`config.mk`:
```
export PLATFORM = sky130hd
export DESIGN_NAME = tile_dirty_region_tracker
export DESIGN_NICKNAME = d
export VERILOG_FILES = /design/src/sv/trk_pkg.sv /design/src/sv/trk_div.sv /design/src/sv/trk_ctl.sv /design/src/sv/tile_dirty_region_tracker.sv
export SDC_FILE = /design/constraint.sdc
export NUM_CORES = 2
export LEC_CHECK = 0
export BUFFER_PORTS_ARGS = -buffer_cell sky130_fd_sc_hd__buf_2
export CAP_MARGIN = 20
export CORE_AREA = 4 4 358 360
export CTS_CLUSTER_SIZE = 8
export DETAILED_ROUTE_END_ITERATION = 8
export DIE_AREA = 0 0 362 364
export PLACE_DENSITY = 0.75
export REMOVE_ABC_BUFFERS = 1
export SLEW_MARGIN = 20
export SYNTH_ARGS = -nofsm -noshare
export SYNTH_HDL_FRONTEND = slang
export SYNTH_SLANG_ARGS = --single-unit
```
`constraint.sdc`:
```
create_clock -name clk -period 25 [get_ports clk]
set_input_delay 0 -clock clk [delete_from_list [all_inputs] [get_ports clk]]
set_output_delay 0 -clock clk [all_outputs]
set_load 0.05 [all_outputs]
```
`src/sv/trk_pkg.sv`:
```
// Shared types, constants and box helpers for the tile dirty region tracker.
package trk_pkg;

  localparam int TILE_SHIFT = 4;
  localparam int GRID_COLS  = 16;
  localparam int GRID_ROWS  = 16;
  localparam int LIST_DEPTH = 8;
  localparam int MAX_OUT    = 8;

  localparam logic [2:0] K_MARK_RECT  = 3'd0;
  localparam logic [2:0] K_MARK_PIXEL = 3'd1;
  localparam logic [2:0] K_MARK_ALL   = 3'd2;
  localparam logic [2:0] K_CLEAR_ALL  = 3'd3;
  localparam logic [2:0] K_QUERY      = 3'd4;
  localparam logic [2:0] K_READ_LIST  = 3'd5;
  localparam logic [2:0] K_TIGHT_BOX  = 3'd6;

  localparam logic [1:0] CFG_WIDTH     = 2'd0;
  localparam logic [1:0] CFG_HEIGHT    = 2'd1;
  localparam logic [1:0] CFG_THRESHOLD = 2'd2;
  localparam logic [1:0] CFG_ENABLE    = 2'd3;

  typedef struct packed {
    logic [8:0] x;
    logic [8:0] y;
    logic [8:0] w;
    logic [8:0] h;
  } box_t;

  typedef struct packed {
    logic [2:0]  kind;
    logic [15:0] x;
    logic [15:0] y;
    logic [15:0] w;
    logic [15:0] h;
    logic [3:0]  max_count;
  } item_t;

  typedef struct packed {
    logic [8:0] scrw;
    logic [8:0] scrh;
    logic [4:0] gw;
    logic [4:0] gh;
    logic [6:0] thr;
    logic       en;
  } cfg_t;

  typedef struct packed {
    box_t       b;
    logic       v;
    logic       hit;
    logic [8:0] tiles;
    logic [6:0] pct;
    logic       full;
    logic       last;
  } res_t;

  function automatic logic box_overlap(input box_t a, input box_t b);
    logic [9:0] ax2, ay2, bx2, by2;
    ax2 = {1'b0, a.x} + {1'b0, a.w};
    ay2 = {1'b0, a.y} + {1'b0, a.h};
    bx2 = {1'b0, b.x} + {1'b0, b.w};
    by2 = {1'b0, b.y} + {1'b0, b.h};
    if (a.w == '0 || a.h == '0 || b.w == '0 || b.h == '0) return 1'b0;
    return ({1'b0, a.x} < bx2) && ({1'b0, b.x} < ax2) &&
           ({1'b0, a.y} < by2) && ({1'b0, b.y} < ay2);
  endfunction

  function automatic box_t box_union(input box_t a, input box_t b);
    logic [9:0] ax2, ay2, bx2, by2, x2, y2;
    box_t r;
    ax2 = {1'b0, a.x} + {1'b0, a.w};
    ay2 = {1'b0, a.y} + {1'b0, a.h};
    bx2 = {1'b0, b.x} + {1'b0, b.w};
    by2 = {1'b0, b.y} + {1'b0, b.h};
    x2 = (ax2 > bx2) ? ax2 : bx2;
    y2 = (ay2 > by2) ? ay2 : by2;
    r.x = (a.x < b.x) ? a.x : b.x;
    r.y = (a.y < b.y) ? a.y : b.y;
    r.w = 9'(x2 - {1'b0, r.x});
    r.h = 9'(y2 - {1'b0, r.y});
    return r;
  endfunction

  // bit t set when lo <= t <= hi and t < lim
  function automatic logic [GRID_COLS-1:0] range_mask(input logic signed [17:0] lo,
                                                      input logic signed [17:0] hi,
                                                      input logic [4:0] lim);
    logic [GRID_COLS-1:0] m;
    logic signed [17:0] ts;
    m = '0;
    for (int t = 0; t < GRID_COLS; t++) begin
      ts = $signed(18'(t));
      m[t] = (ts >= lo) && (ts <= hi) && (5'(t) < lim);
    end
    return m;
  endfunction

  function automatic logic [4:0] popcount16(input logic [GRID_COLS-1:0] v);
    logic [4:0] c;
    c = '0;
    for (int t = 0; t < GRID_COLS; t++) c = c + 5'(v[t]);
    return c;
  endfunction

endpackage

```
`src/sv/trk_div.sv`:
```
// Restoring divider, one quotient bit per cycle, for the dirty percentage.
module trk_div (
  input  logic        clk,
  input  logic        rst,
  input  logic        start,
  input  logic [14:0] num,
  input  logic [8:0]  den,
  output logic        done,
  output logic [14:0] quo
);
  logic        busy;
  logic [3:0]  cnt;
  logic [8:0]  rem;
  logic [14:0] nsh;
  logic [9:0]  trial;
  logic        ge;

  assign trial = {rem, nsh[14]};
  assign ge    = trial >= {1'b0, den};

  always_ff @(posedge clk) begin
    if (rst) begin
      busy <= 1'b0;
      done <= 1'b0;
      cnt  <= '0;
    end else begin
      done <= 1'b0;
      if (start) begin
        busy <= 1'b1;
        cnt  <= '0;
        rem  <= '0;
        nsh  <= num;
      end else if (busy) begin
        rem <= ge ? 9'(trial - {1'b0, den}) : trial[8:0];
        quo <= {quo[13:0], ge};
        nsh <= {nsh[13:0], 1'b0};
        cnt <= cnt + 4'd1;
        if (cnt == 4'd14) begin
          busy <= 1'b0;
          done <= 1'b1;
        end
      end
    end
  end
endmodule

```
`src/sv/trk_ctl.sv`:
```
// Sequencer: tile bitmap, rectangle list, and per-item row and list walks.
module trk_ctl (
  input  logic          clk,
  input  logic          rst,
  input  trk_pkg::cfg_t cfg,
  input  logic          in_valid,
  output logic          in_ready,
  input  trk_pkg::item_t item,
  input  logic          slot_free,
  output logic          emit,
  output trk_pkg::res_t res_o
);
  import trk_pkg::*;

  localparam logic [3:0] S_IDLE   = 4'd0;
  localparam logic [3:0] S_SET    = 4'd1;
  localparam logic [3:0] S_LIST   = 4'd2;
  localparam logic [3:0] S_MERGE  = 4'd3;
  localparam logic [3:0] S_DIV    = 4'd4;
  localparam logic [3:0] S_DIVW   = 4'd5;
  localparam logic [3:0] S_SCAN   = 4'd6;
  localparam logic [3:0] S_TBOX   = 4'd7;
  localparam logic [3:0] S_LISTRD = 4'd8;
  localparam logic [3:0] S_EMIT   = 4'd9;

  logic [3:0] state;

  logic [GRID_COLS-1:0]  rows [GRID_ROWS];
  logic [8:0]            total;
  box_t                  bbox;
  box_t                  ent [LIST_DEPTH];
  logic [LIST_DEPTH-1:0] vld;
  logic [3:0]            used;

  logic [2:0]           kind;
  logic [3:0]           maxc;
  box_t                 cbox;
  logic [GRID_COLS-1:0] colmask;
  logic [GRID_ROWS-1:0] rowmask;
  logic                 qgate, upd;
  logic [3:0]           r;
  logic [3:0]           li, n;
  box_t                 acc;
  logic [GRID_COLS-1:0] colacc;
  logic                 anyrow;
  logic [3:0]           miny, maxy;
  logic [6:0]           pct;
  logic                 full;
  box_t                 res;
  logic                 resv, reshit;

  // divider hookup
  logic        div_start, div_done;
  logic [14:0] div_num, div_quo;
  logic [8:0]  div_den;
  logic [9:0]  grid_tiles;
  logic [6:0]  pct_n;
  logic        full_n;

  trk_div u_div (
    .clk(clk), .rst(rst), .start(div_start), .num(div_num), .den(div_den),
    .done(div_done), .quo(div_quo)
  );

  assign grid_tiles = cfg.gw * cfg.gh;
  assign div_den    = grid_tiles[8:0];
  assign div_num    = 15'({total, 6'b0}) + 15'({total, 5'b0}) + 15'({total, 2'b0});
  assign div_start  = (state == S_DIV);
  assign pct_n      = (div_quo > 15'd100) ? 7'd100 : div_quo[6:0];
  assign full_n     = pct_n >= cfg.thr;

  // item decode at accept
  logic signed [17:0] ix, iy, iw, ih, scw, sch, x2, y2, cx, cy, x2c, y2c;
  logic signed [17:0] qrx, qry, bx, by, bx2, by2;
  logic               rect_ok, q_ok;
  logic [GRID_COLS-1:0] m_col, q_col, g_col;
  logic [GRID_ROWS-1:0] m_row, q_row, g_row;
  box_t                 cbox_n, fullbox;

  always_comb begin
    ix  = {{2{item.x[15]}}, item.x};
    iy  = {{2{item.y[15]}}, item.y};
    iw  = (item.kind == K_MARK_PIXEL) ? 18'sd1 : $signed({2'b0, item.w});
    ih  = (item.kind == K_MARK_PIXEL) ? 18'sd1 : $signed({2'b0, item.h});
    scw = $signed({9'b0, cfg.scrw});
    sch = $signed({9'b0, cfg.scrh});
    x2  = ix + iw;
    y2  = iy + ih;
    cx  = ix[17] ? 18'sd0 : ix;
    cy  = iy[17] ? 18'sd0 : iy;
    x2c = (x2 > scw) ? scw : x2;
    y2c = (y2 > sch) ? sch : y2;
    rect_ok = (iw != 18'sd0) && (ih != 18'sd0) && (x2c > cx) && (y2c > cy);
    cbox_n.x = cx[8:0];
    cbox_n.y = cy[8:0];
    cbox_n.w = 9'(x2c - cx);
    cbox_n.h = 9'(y2c - cy);
    m_col = range_mask(cx >>> TILE_SHIFT, (x2c - 18'sd1) >>> TILE_SHIFT, cfg.gw);
    m_row = range_mask(cy >>> TILE_SHIFT, (y2c - 18'sd1) >>> TILE_SHIFT, cfg.gh);
    // query window
    qrx = x2 - 18'sd1;
    qry = y2 - 18'sd1;
    if (qrx > scw - 18'sd1) qrx = scw - 18'sd1;
    if (qry > sch - 18'sd1) qry = sch - 18'sd1;
    q_col = range_mask(cx >>> TILE_SHIFT, qrx >>> TILE_SHIFT, cfg.gw);
    q_row = range_mask(cy >>> TILE_SHIFT, qry >>> TILE_SHIFT, cfg.gh);
    bx  = $signed({9'b0, bbox.x});
    by  = $signed({9'b0, bbox.y});
    bx2 = $signed({8'b0, {1'b0, bbox.x} + {1'b0, bbox.w}});
    by2 = $signed({8'b0, {1'b0, bbox.y} + {1'b0, bbox.h}});
    q_ok = (total != '0) && (iw != 18'sd0) && (ih != 18'sd0) &&
           (bbox.w != '0) && (bbox.h != '0) &&
           (bx < x2) && (ix < bx2) && (by < y2) && (iy < by2);
    g_col = range_mask(18'sd0, 18'sd15, cfg.gw);
    g_row = range_mask(18'sd0, 18'sd15, cfg.gh);
    fullbox.x = '0;
    fullbox.y = '0;
    fullbox.w = cfg.scrw;
    fullbox.h = cfg.scrh;
  end

  // tight box from the scan
  logic [3:0] lo, hi;
  logic [8:0] mnx, mny, mxx, mxy, mxx_r, mxy_r;
  always_comb begin
    lo = '0;
    hi = '0;
    for (int t = GRID_COLS - 1; t >= 0; t--) if (colacc[t]) lo = 4'(t);
    for (int t = 0; t < GRID_COLS; t++) if (colacc[t]) hi = 4'(t);
    mnx   = {1'b0, lo, 4'b0};
    mny   = {1'b0, miny, 4'b0};
    mxx_r = {5'({1'b0, hi} + 5'd1), 4'b0};
    mxy_r = {5'({1'b0, maxy} + 5'd1), 4'b0};
    mxx   = (mxx_r > cfg.scrw) ? cfg.scrw : mxx_r;
    mxy   = (mxy_r > cfg.scrh) ? cfg.scrh : mxy_r;
  end

  logic [GRID_COLS-1:0] row_cur, new_bits, scan_bits;
  box_t                 acc_n;
  logic                 rd_last;
  assign row_cur   = rows[r];
  assign new_bits  = colmask & ~row_cur;
  assign scan_bits = row_cur & colmask;
  assign acc_n     = vld[li[2:0]] ? box_union(acc, ent[li[2:0]]) : acc;
  assign rd_last   = (n + 4'd1 == maxc) || (li + 4'd1 == used);

  assign in_ready = (state == S_IDLE);
  assign emit = slot_free && (state == S_EMIT || state == S_LISTRD);

  always_comb begin
    res_o.tiles = total;
    res_o.pct   = pct;
    res_o.full  = full;
    if (state == S_LISTRD) begin
      res_o.b    = ent[li[2:0]];
      res_o.v    = 1'b1;
      res_o.hit  = 1'b0;
      res_o.last = rd_last;
    end else begin
      res_o.b    = res;
      res_o.v    = resv;
      res_o.hit  = reshit;
      res_o.last = 1'b1;
    end
  end

  always_ff @(posedge clk) begin
    if (rst) begin
      state <= S_IDLE;
      total <= '0;
      bbox  <= '0;
      vld   <= '0;
      used  <= '0;
      for (int i = 0; i < GRID_ROWS; i++) rows[i] <= '0;
    end else begin
      unique case (state)
        S_IDLE: begin
          if (in_valid) begin
            kind   <= item.kind;
            maxc   <= (item.max_count > 4'(MAX_OUT)) ? 4'(MAX_OUT) : item.max_count;
            cbox   <= cbox_n;
            qgate  <= q_ok;
            reshit <= 1'b0;
            res    <= '0;
            resv   <= 1'b0;
            r      <= '0;
            li     <= '0;
            upd    <= (item.kind == K_MARK_RECT);
            colmask <= m_col;
            rowmask <= m_row;
            state  <= S_DIV;
            case (item.kind) inside
              K_MARK_RECT, K_MARK_PIXEL: begin
                if (cfg.en && rect_ok) begin
                  bbox  <= (bbox.w == '0 || bbox.h == '0) ? cbox_n : box_union(bbox, cbox_n);
                  state <= S_SET;
                end
              end
              K_MARK_ALL: begin
                if (cfg.en) begin
                  for (int i = 0; i < GRID_ROWS; i++) rows[i] <= g_row[i] ? g_col : '0;
                  total  <= grid_tiles[8:0];
                  bbox   <= fullbox;
                  ent[0] <= fullbox;
                  vld    <= LIST_DEPTH'(1);
                  used   <= 4'd1;
                end
              end
              K_CLEAR_ALL: begin
                for (int i = 0; i < GRID_ROWS; i++) rows[i] <= '0;
                total <= '0;
                bbox  <= '0;
                vld   <= '0;
                used  <= '0;
              end
              K_QUERY: begin
                colmask <= q_col;
                rowmask <= q_row;
              end
              K_TIGHT_BOX: begin
                colmask <= g_col;
                rowmask <= g_row;
              end
              default: ;
            endcase
          end
        end
        S_SET: begin
          if (rowmask[r]) begin
            rows[r] <= row_cur | colmask;
            total   <= total + 9'(popcount16(new_bits));
          end
          r <= r + 4'd1;
          if (r == 4'(GRID_ROWS - 1)) state <= upd ? S_LIST : S_DIV;
        end
        S_LIST: begin
          if (li < used) begin
            if (vld[li[2:0]] && box_overlap(ent[li[2:0]], cbox)) begin
              ent[li[2:0]] <= box_union(ent[li[2:0]], cbox);
              state <= S_DIV;
            end else begin
              li <= li + 4'd1;
            end
          end else if (used < 4'(LIST_DEPTH)) begin
            ent[used[2:0]] <= cbox;
            vld[used[2:0]] <= 1'b1;
            used  <= used + 4'd1;
            state <= S_DIV;
          end else begin
            acc   <= cbox;
            li    <= '0;
            state <= S_MERGE;
          end
        end
        S_MERGE: begin
          if (li == 4'(LIST_DEPTH - 1)) begin
            ent[0] <= acc_n;
            vld    <= LIST_DEPTH'(1);
            used   <= 4'd1;
            state  <= S_DIV;
          end else begin
            vld[li[2:0]] <= 1'b0;
            acc <= acc_n;
            li  <= li + 4'd1;
          end
        end
        S_DIV: state <= S_DIVW;
        S_DIVW: begin
          if (div_done) begin
            pct   <= pct_n;
            full  <= full_n;
            r     <= '0;
            li    <= '0;
            n     <= '0;
            colacc <= '0;
            anyrow <= 1'b0;
            state <= S_EMIT;
            case (kind)
              K_QUERY: if (qgate) state <= S_SCAN;
              K_READ_LIST: begin
                if (maxc == '0) begin
                  resv <= 1'b0;
                end else if (full_n) begin
                  res <= fullbox;
                  resv <= 1'b1;
                end else if (used == '0) begin
                  if (total != '0) begin
                    res  <= bbox;
                    resv <= 1'b1;
                  end
                end else begin
                  state <= S_LISTRD;
                end
              end
              K_TIGHT_BOX: begin
                if (total != '0) begin
                  if (full_n) begin
                    res  <= fullbox;
                    resv <= 1'b1;
                  end else begin
                    state <= S_SCAN;
                  end
                end
              end
              default: ;
            endcase
          end
        end
        S_SCAN: begin
          if (rowmask[r] && (scan_bits != '0)) begin
            reshit <= (kind == K_QUERY);
            colacc <= colacc | scan_bits;
            if (!anyrow) miny <= r;
            maxy   <= r;
            anyrow <= 1'b1;
          end
          r <= r + 4'd1;
          if (r == 4'(GRID_ROWS - 1)) state <= (kind == K_QUERY) ? S_EMIT : S_TBOX;
        end
        S_TBOX: begin
          if (anyrow && (mxx > mnx) && (mxy > mny)) begin
            res.x <= mnx;
            res.y <= mny;
            res.w <= mxx - mnx;
            res.h <= mxy - mny;
            resv  <= 1'b1;
          end
          state <= S_EMIT;
        end
        S_LISTRD: begin
          if (slot_free) begin
            if (rd_last) begin
              state <= S_IDLE;
            end else begin
              li <= li + 4'd1;
              n  <= n + 4'd1;
            end
          end
        end
        S_EMIT: if (slot_free) state <= S_IDLE;
        default: state <= S_IDLE;
      endcase
    end
  end
endmodule

```
`src/sv/tile_dirty_region_tracker.sv`:
```
// Top level: config registers, stream ports and result register around the sequencer.
// Work per item: a rectangle or pixel mark first walks the 16 tile rows and a rectangle mark
// then walks, and when full merges, the rectangle list; every item then runs the divider,
// and a query or tight box may then scan the 16 tile rows.
// One item at a time: s_tready is high only while idle, so the next item waits for the
// whole walk, every list word and any output stall.
// Reset (rst, synchronous, active high) clears tile map, counts, box and list, and loads
// the screen size 240 x 135, threshold 50 and tracking enabled.
module tile_dirty_region_tracker (
  input  logic        clk,
  input  logic        rst,
  // config write channel
  input  logic        cfg_valid,
  output logic        cfg_ready,
  input  logic [1:0]  cfg_index,
  input  logic [8:0]  cfg_data,
  // input words
  input  logic        s_tvalid,
  output logic        s_tready,
  input  logic [71:0] s_tdata,  // rect_x[15:0], rect_y[31:16], rect_w[47:32],
                                // rect_h[63:48], max_count[67:64], zero pad
  input  logic [2:0]  s_tuser,  // kind
  // result words
  output logic        m_tvalid,
  input  logic        m_tready,
  output logic [55:0] m_tdata,  // region_x[7:0], region_y[15:8], region_w[24:16],
                                // region_h[33:25], region_valid[34], hit[35],
                                // dirty_tiles[44:36], dirty_percent[51:45],
                                // full_refresh[52], zero pad
  output logic        m_tlast
);
  import trk_pkg::*;

  logic [8:0] reg_w, reg_h;
  logic [6:0] reg_thr;
  logic       reg_en;
  cfg_t       cfg;
  item_t      item;
  logic       emit, slot_free;
  res_t       res;

  assign cfg_ready = 1'b1;

  always_ff @(posedge clk) begin
    if (rst) begin
      reg_w   <= 9'd240;
      reg_h   <= 9'd135;
      reg_thr <= 7'd50;
      reg_en  <= 1'b1;
    end else if (cfg_valid) begin
      unique case (cfg_index)
        CFG_WIDTH:     reg_w   <= cfg_data;
        CFG_HEIGHT:    reg_h   <= cfg_data;
        CFG_THRESHOLD: reg_thr <= cfg_data[6:0];
        CFG_ENABLE:    reg_en  <= cfg_data[0];
        default: ;
      endcase
    end
  end

  // clamp sizes to 1..256, threshold to 100; grid is ceil(size/16)
  logic [9:0] w_sum, h_sum;
  always_comb begin
    cfg.scrw = (reg_w == '0) ? 9'd1 : (reg_w > 9'd256) ? 9'd256 : reg_w;
    cfg.scrh = (reg_h == '0) ? 9'd1 : (reg_h > 9'd256) ? 9'd256 : reg_h;
    w_sum    = {1'b0, cfg.scrw} + 10'd15;
    h_sum    = {1'b0, cfg.scrh} + 10'd15;
    cfg.gw   = w_sum[8:TILE_SHIFT];
    cfg.gh   = h_sum[8:TILE_SHIFT];
    cfg.thr  = (reg_thr > 7'd100) ? 7'd100 : reg_thr;
    cfg.en   = reg_en;
  end

  assign item.kind      = s_tuser;
  assign item.x         = s_tdata[15:0];
  assign item.y         = s_tdata[31:16];
  assign item.w         = s_tdata[47:32];
  assign item.h         = s_tdata[63:48];
  assign item.max_count = s_tdata[67:64];

  // result register frees the sequencer as soon as the word is taken
  assign slot_free = !m_tvalid || m_tready;

  trk_ctl u_ctl (
    .clk(clk), .rst(rst), .cfg(cfg),
    .in_valid(s_tvalid), .in_ready(s_tready), .item(item),
    .slot_free(slot_free), .emit(emit), .res_o(res)
  );

  always_ff @(posedge clk) begin
    if (rst) begin
      m_tvalid <= 1'b0;
    end else if (emit) begin
      m_tvalid <= 1'b1;
    end else if (m_tready) begin
      m_tvalid <= 1'b0;
    end
  end

  always_ff @(posedge clk) begin
    if (emit) begin
      m_tdata <= {3'b0, res.full, res.pct, res.tiles, res.hit, res.v,
                  res.b.h, res.b.w, res.b.y[7:0], res.b.x[7:0]};
      m_tlast <= res.last;
    end
  end
endmodule

```
After elaboration in Yosys (flattened, before gate mapping) --
Memory sizes are Yosys's and may differ from the RTL's. A register that Yosys moved wholly into a read port is not among the register bits. Cells that the tools add are included.
Word-level totals: RAM bits 544, flip-flop bits (word level) 382, word-level logic and storage cells 896, memories 2, output and inout bits 60
Memory list:
- u_ctl.ent | depth 8, bits a word 36, rd ports 1, clocked after Yosys merged registers in 1, write ports 1, line trk_ctl.sv:31 | box_t ent [LIST_DEPTH];
- u_ctl.rows | depth 16, bits a word 16, rd ports 1, clocked after Yosys merged registers in 1, write ports 16, line trk_ctl.sv:28 | logic [GRID_COLS-1:0] rows [GRID_ROWS];
Operators by class: $add $sub $neg 56, $mul 1, magnitude comparators 172, bitwise operators 45, equality and inequality tests 57, reductions and logical operators 219, multiplexer cells 293
Operators with widths (count):
- $mux 16 | 63
- $mux 36 | 13
- $le 5x14->1 const A | 32
- $mux 35 | 9
- $mux 4 | 67
- $mux 9 | 26
- $le 4x14->1 const A | 16
- $ge 4x11->1 const A | 16
- $logic_and 1x1->1 | 150
- $le 3x14->1 const A | 8
- $pmux 35 s3 | 1
- $add 9x9->10 | 10
- $ge 3x11->1 const A | 8
- $sub 9x9->9 | 9
- $lt 4x5->1 const A | 16
- $logic_not 9->1 | 8
- $mux 18 | 4
- $pmux 36 s2 | 1
- $reduce_or 36->1 | 2
- $sub 18x2->18 const B | 4
- $add 5x1->5 | 14
- $mux 1 | 70
- $pmux 35 s2 | 1
- $mux 8 | 8
- 104 further kinds | 287

Longest topological paths before layout --
depth after elaboration 23, mapped depth 60, gate-level depth less buffers 57

Hierarchy --
A second synthesis with hierarchy kept.
Unflattened totals: cell total of the unflattened synthesis 6034, area total of the unflattened synthesis 63342.0 sq um
Modules (own cells, without submodules):
- trk_ctl | cells each 5644, area each 58104.5 sq um, seq. area each 23582.6 sq um, instances 1
- tile_dirty_region_tracker | cells each 227, area each 3041.7 sq um, seq. area each 2162.1 sq um, instances 1
- trk_div | cells each 163, area each 2195.9 sq um, seq. area each 1291.2 sq um, instances 1

Worst setup path before layout --
No wires, ideal clock.
path type input port to flip-flop, start input port s_tuser[1], end register u_ctl.bbox[8] in the netlist's numbering, buffers on the path 5, stages on the path 58, setup slack 14.411 ns, setup time 0.126 ns, data arrival time 10.463 ns, data required time 24.874 ns, cell sequence clkbuf_1 -> nor2_1 -> nand2_1 -> clkbuf_1 -> and2_1 -> ha_1 -> a21o_1 -> a21o_1 -> a2111oi_0 -> o21ba_2 -> xnor2_1 -> ha_1 -> nand4_1 -> nor2_1 -> nand4_1 -> nand2_1 -> o211ai_1 -> nor3_1 -> [... 22 more ...] -> o21ai_0 -> nand2_1 -> nor3_1 -> a31oi_1 -> mux2i_1 -> ha_1 -> inv_1 -> fa_1 -> a21o_1 -> a21o_1 -> a21o_1 -> a21oi_1 -> o21bai_1 -> a21oi_1 -> xnor2_1 -> xnor2_1 -> a222oi_1 -> a21oi_1
RTL lines:
- from (decl) | line tile_dirty_region_tracker.sv:22 | input logic [2:0] s_tuser,
- to (signal assigned) | line trk_ctl.sv:195 | bbox <= (bbox.w == '0 || bbox.h == '0) ? cbox_n : box_union(bbox, cbox_n);
- to (signal assigned) | line trk_ctl.sv:203 | bbox <= fullbox;
- to (decl) | line trk_ctl.sv:30 | box_t bbox;

==> flow_summary.html <==
<table>
<tr><th>Metric</th><th>Value</th></tr>
<tr><th colspan="2">Cells and area</th></tr>
<tr><td>Relative area change from synthesis to final layout</td><td>11.7%</td></tr>
<tr><td>Count of nets after finishing</td><td>6745</td></tr>
<tr><td>Count of non-filler cells in the finished layout</td><td>7796</td></tr>
<tr><td>Fillcell total</td><td>10443</td></tr>
<tr><td>Layout cells sized above 1</td><td>0.115</td></tr>
<tr><td>Fraction of the core area covered by cells at the end of the flow</td><td>0.555</td></tr>
<tr><th colspan="2">Global routing</th></tr>
<tr><td>Global-route layer with the greatest usage</td><td>met2</td></tr>
<tr><td>Vias in the first global route</td><td>48166</td></tr>
<tr><td>Global routing met1 resource utilization</td><td>0.403</td></tr>
<tr><td>Remaining Overflow, GRT</td><td>0</td></tr>
<tr><td>Largest net degree at the start of global routing</td><td>73</td></tr>
<tr><td>Antenna violations before repair</td><td>3</td></tr>
<tr><td>Global-route wire length before repair</td><td>298000 um</td></tr>
<tr><td>Total routing resource utilization after global routing</td><td>0.297</td></tr>
<tr><td>Met3 layer usage reported by global route</td><td>0.0667</td></tr>
<tr><td>Global Route met2 Usage</td><td>0.456</td></tr>
<tr><th colspan="2">Floorplan</th></tr>
<tr><td>Die area</td><td>132000 um2</td></tr>
<tr><td>Y dimension of the die</td><td>364 um</td></tr>
<tr><td>Number of core rows</td><td>130</td></tr>
<tr><td>Initial Util</td><td>0.497</td></tr>
<tr><td>Core area</td><td>125000 um2</td></tr>
<tr><td>I/O pin count</td><td>151</td></tr>
<tr><td>Die span in x</td><td>362 um</td></tr>
<tr><th colspan="2">Detailed routing</th></tr>
<tr><td>DR pass1 iterations</td><td>6</td></tr>
<tr><td>Final Routed Wirelength</td><td>200000 um</td></tr>
<tr><td>Vias</td><td>50226</td></tr>
<tr><td>Residual DRC</td><td>0</td></tr>
<tr><td>Initial DRC Count</td><td>6000</td></tr>
<tr><td>WL per Instance</td><td>25.6 um</td></tr>
<tr><td>Detail-routed via count per cell</td><td>6.44</td></tr>
<tr><td>ANT nets after route</td><td>0</td></tr>
<tr><th colspan="2">Critical path</th></tr>
<tr><td>Data arrival time of the critical path</td><td>13.53 ns</td></tr>
<tr><td>Worst endpoint required time</td><td>25.62 ns</td></tr>
<tr><td>Family of cells with the greatest summed delay on the critical path</td><td>compound AO/OA/AOI/OAI gates</td></tr>
<tr><td>Worst setup EP type</td><td>flip-flop</td></tr>
<tr><td>Cell type of the slowest stage on the worst timing path</td><td>sky130_fd_sc_hd__nand2_1</td></tr>
<tr><td>CP peak stage delay</td><td>0.69 ns</td></tr>
<tr><td>Beginning of the critical path</td><td>s_tuser[1]</td></tr>
<tr><td>Setup Crit Path Kind</td><td>input pin to flip-flop</td></tr>
<tr><td>Startpoint of the lowest-slack register-to-register path</td><td>reg_w[4]</td></tr>
<tr><td>Buffering stage count on the worst path with inverters included</td><td>9</td></tr>
<tr><td>Most used cell, CP</td><td>sky130_fd_sc_hd__a21o_1</td></tr>
<tr><td>Largest fanout of any net on the critical path</td><td>35</td></tr>
<tr><td>Type of origin of the critical path</td><td>input pin</td></tr>
<tr><th colspan="2">Pwr</th></tr>
<tr><td>Pwr per Cell Area</td><td>136 nW/um2</td></tr>
<tr><td>Post-layout power</td><td>9.42 mW</td></tr>
<tr><td>Cell leakage power</td><td>27.4 nW</td></tr>
<tr><td>Max rail drop VDD</td><td>175 uV</td></tr>
<tr><th colspan="2">Timing</th></tr>
<tr><td>Final Skew</td><td>0.0531 ns</td></tr>
<tr><td>Highest attainable clock frequency</td><td>77.4 MHz</td></tr>
<tr><td>Fraction of the cycle the final worst path needs</td><td>0.517</td></tr>
<tr><td>Final number of setup-violating endpoints</td><td>0</td></tr>
<tr><td>Final sum of negative setup slack</td><td>0 ns</td></tr>
<tr><td>Unrepaired setup endpoints after global routing</td><td>false</td></tr>
<tr><td>Slew @ Worst Pin</td><td>1.18 ns</td></tr>
<tr><td>Final hold vios</td><td>0</td></tr>
<tr><td>Slew Limit Headroom</td><td>0.204</td></tr>
<tr><td>Max-slew violation count</td><td>0</td></tr>
<tr><td>Tmin final</td><td>12.92 ns</td></tr>
<tr><th colspan="2">Place</th></tr>
<tr><td>RePlAce Congestion</td><td>0.987</td></tr>
<tr><td># placed instances</td><td>7542</td></tr>
<tr><td>Number of buffers inserted by port buffering</td><td>142</td></tr>
<tr><td>Detailed Place HPWL</td><td>147000 um</td></tr>
<tr><th colspan="2">Worst hold path</th></tr>
<tr><td>Hold path startpoint</td><td>s_tdata[67]</td></tr>
<tr><td>HP Class</td><td>input pin to flip-flop</td></tr>
<tr><th colspan="2">CTS</th></tr>
<tr><td>Cell at the root of the clock tree</td><td>sky130_fd_sc_hd__clkbuf_16</td></tr>
<tr><td>Clock buffer count from CTS</td><td>136</td></tr>
<tr><td>H-tree Lvls</td><td>4</td></tr>
<tr><td>Buffers from clock root to sink, at most</td><td>3</td></tr>
<tr><td>Hold bufs inserted after CTS</td><td>46</td></tr>
<tr><td>Clock-pin slew reported for the worst setup and hold paths after clock tree synthesis</td><td>0.05 ns</td></tr>
<tr><td>Worst-skew pair later-pin latency</td><td>0.79 ns</td></tr>
<tr><td>Cts repair resizes</td><td>0</td></tr>
<tr><td>Number of clock sinks</td><td>930</td></tr>
<tr><td>Number of buffers added for setup after CTS</td><td>0</td></tr>
<tr><td>TritonCTS clock tree</td><td>done</td></tr>
<tr><th colspan="2">Synth</th></tr>
<tr><td>Yosys synthesis warning count</td><td>0</td></tr>
<tr><td>Syn_area_per_cell</td><td>10.5 um2</td></tr>
<tr><td>Most used flip-flop cell after synthesis</td><td>sky130_fd_sc_hd__edfxtp_1</td></tr>
<tr><td>Synthesized instance count</td><td>5922</td></tr>
<tr><td>Count of unique library cells instantiated by Yosys</td><td>93</td></tr>
<tr><td>Cell area after technology mapping</td><td>62100 um2</td></tr>
<tr><td>Sequential fraction of the synthesis area</td><td>0.433</td></tr>
<tr><td>Fraction of synthesis flops using an asynchronous set or reset pin</td><td>0</td></tr>
<tr><td>Count of flip-flops with a built-in enable after synthesis</td><td>829</td></tr>
<tr><td>Number of flip-flops and latches in the synthesized netlist</td><td>930</td></tr>
<tr><th colspan="2">Job</th></tr>
<tr><td>Max-cap violations</td><td>0</td></tr>
<tr><th colspan="2">Run status</th></tr>
<tr><td>Run status</td><td>completed</td></tr>
</table>
## report_power, final
| part | internal [mW] | total (mW) | switching (mW) |
|---|---|---|---|
| registers | 1.89 | 2.02 | 0.135 |
| clock network | 1.02 | 1.73 | 0.714 |
| logic | 2.35 | 5.66 | 3.31 |
| total | 5.26 | 9.42 | 4.16 |
## logic make-up after synthesis
group | Yosys count | synth area share
AO/OA/AOI/OAI | 1636 | 0.168
AND/OR/NAND/NOR | 1581 | 0.119
flip-flops | 930 | 0.433
buffers and inverters | 630 | 0.0386
adder cells (fa/ha/maj) | 577 | 0.122
multiplexers | 301 | 0.0813
XOR/XNOR | 265 | 0.0374
other | 2 | 0.000121
## sequential cells by signal, summed over array words and instances (netlist names), 34 cells and up, named ones only
name,count
m_tdata,53
u_ctl.ent,288
u_ctl.rows,256
u_ctl.bbox,36
u_ctl.res,34
u_ctl.cbox,36
u_ctl.acc,36
## through the flow
step / cell area, um2 / hold WS, ns / setup WS, ns
floorplan: 61100 / 0.0691 / 13.59
global placement: 64800 / 0.278 / 12.38
detailed placement: 64800 / 0.283 / 12.22
CTS: 69300 / 0.00447 / 12.45
global route: 69400 / 0.0485 / 11.34
finish: 69400 / 0.0619 / 12.08
## routing by layer
metal  routed length [um]  vias up
met4                10200        4
met5                   27        -
met3                21000      523
met1                79900    24272
met2                88800     2899
li1                     -    22528
## final cells by class
| type | count | area, um2 | area share |
|---|---|---|---|
| Clock buffer | 184 | 3590 | 0.0518 |
| Tap cell | 1650 | 2060 | 0.0297 |
| Multi-Input combinational cell | 4382 | 33200 | 0.478 |
| Antenna cell | 1 | 2.50 | 0.0000361 |
| Inverter | 337 | 1260 | 0.0182 |
| Clock inverter | 20 | 422 | 0.00608 |
| Timing Repair Buffer | 292 | 1970 | 0.0284 |
| Sequential cell | 930 | 26900 | 0.388 |
## worst reg2reg max path: cells and delay by family, from the launching register on
| kind | cells | cell delay (ns) |
|---|---|---|
| AO/OA/AOI/OAI | 20 | 4.40 |
| multiplexers | 1 | 0.18 |
| buffers and inverters | 5 | 0.81 |
| AND/OR/NAND/NOR | 8 | 2.02 |
| adder cells (fa/ha/maj) | 8 | 2.62 |
| flip-flops | 1 | 0.35 |
| XOR/XNOR | 4 | 0.95 |
## synthesized netlist by cell type (65+ instances only)
cell type	count	area share
sky130_fd_sc_hd__clkbuf_1	253	0.015
sky130_fd_sc_hd__o21bai_1	76	0.0092
sky130_fd_sc_hd__dfxtp_1	101	0.033
sky130_fd_sc_hd__inv_1	331	0.020
sky130_fd_sc_hd__nor3_1	80	0.0064
sky130_fd_sc_hd__xor2_1	70	0.0099
sky130_fd_sc_hd__nor2_1	418	0.025
sky130_fd_sc_hd__edfxtp_1	829	0.40
sky130_fd_sc_hd__mux4_2	157	0.057
sky130_fd_sc_hd__o21ai_0	275	0.022
sky130_fd_sc_hd__a21o_1	176	0.021
sky130_fd_sc_hd__nand3_1	80	0.0064
sky130_fd_sc_hd__a31oi_1	65	0.0065
sky130_fd_sc_hd__nand2_1	537	0.032
sky130_fd_sc_hd__nand2b_1	84	0.0085
sky130_fd_sc_hd__a21oi_1	399	0.032
sky130_fd_sc_hd__nor2b_1	92	0.0093
sky130_fd_sc_hd__xnor2_1	195	0.027
sky130_fd_sc_hd__mux2i_1	88	0.014
sky130_fd_sc_hd__and2_1	67	0.0067
sky130_fd_sc_hd__ha_1	527	0.11
sky130_fd_sc_hd__o22ai_1	275	0.028
## worst paths after layout
path	to	cells after the start	slack [ns]
setup / recovery	u_ctl.bbox[8]	61	12.08
hold / removal	u_ctl.maxc[3]	2	0.06
setup reg to reg	u_ctl.bbox[17]	46	13.63
hold reg to reg	m_tdata[50]	0	0.42
## placed cells by master, fill, tap and decap left out, drive strengths merged, types with 46 or more instances in the layout
cell type,count
buf,244
o21a,53
and2,69
inv,335
mux2i,89
nand4,48
o21bai,76
nand3,81
dfxtp,101
xnor2,195
nand2b,84
edfxtp,829
xor2,70
a211oi,58
a31oi,65
mux2,55
clkbuf,186
nor2,418
nand2,537
nor3,80
fa,48
mux4,157
a21o,176
ha,527
nor2b,92
a21oi,400
o21ai,285
o22ai,275
dlygate4sd3,46
Note: power is estimated with default switching activity, not from simulation.
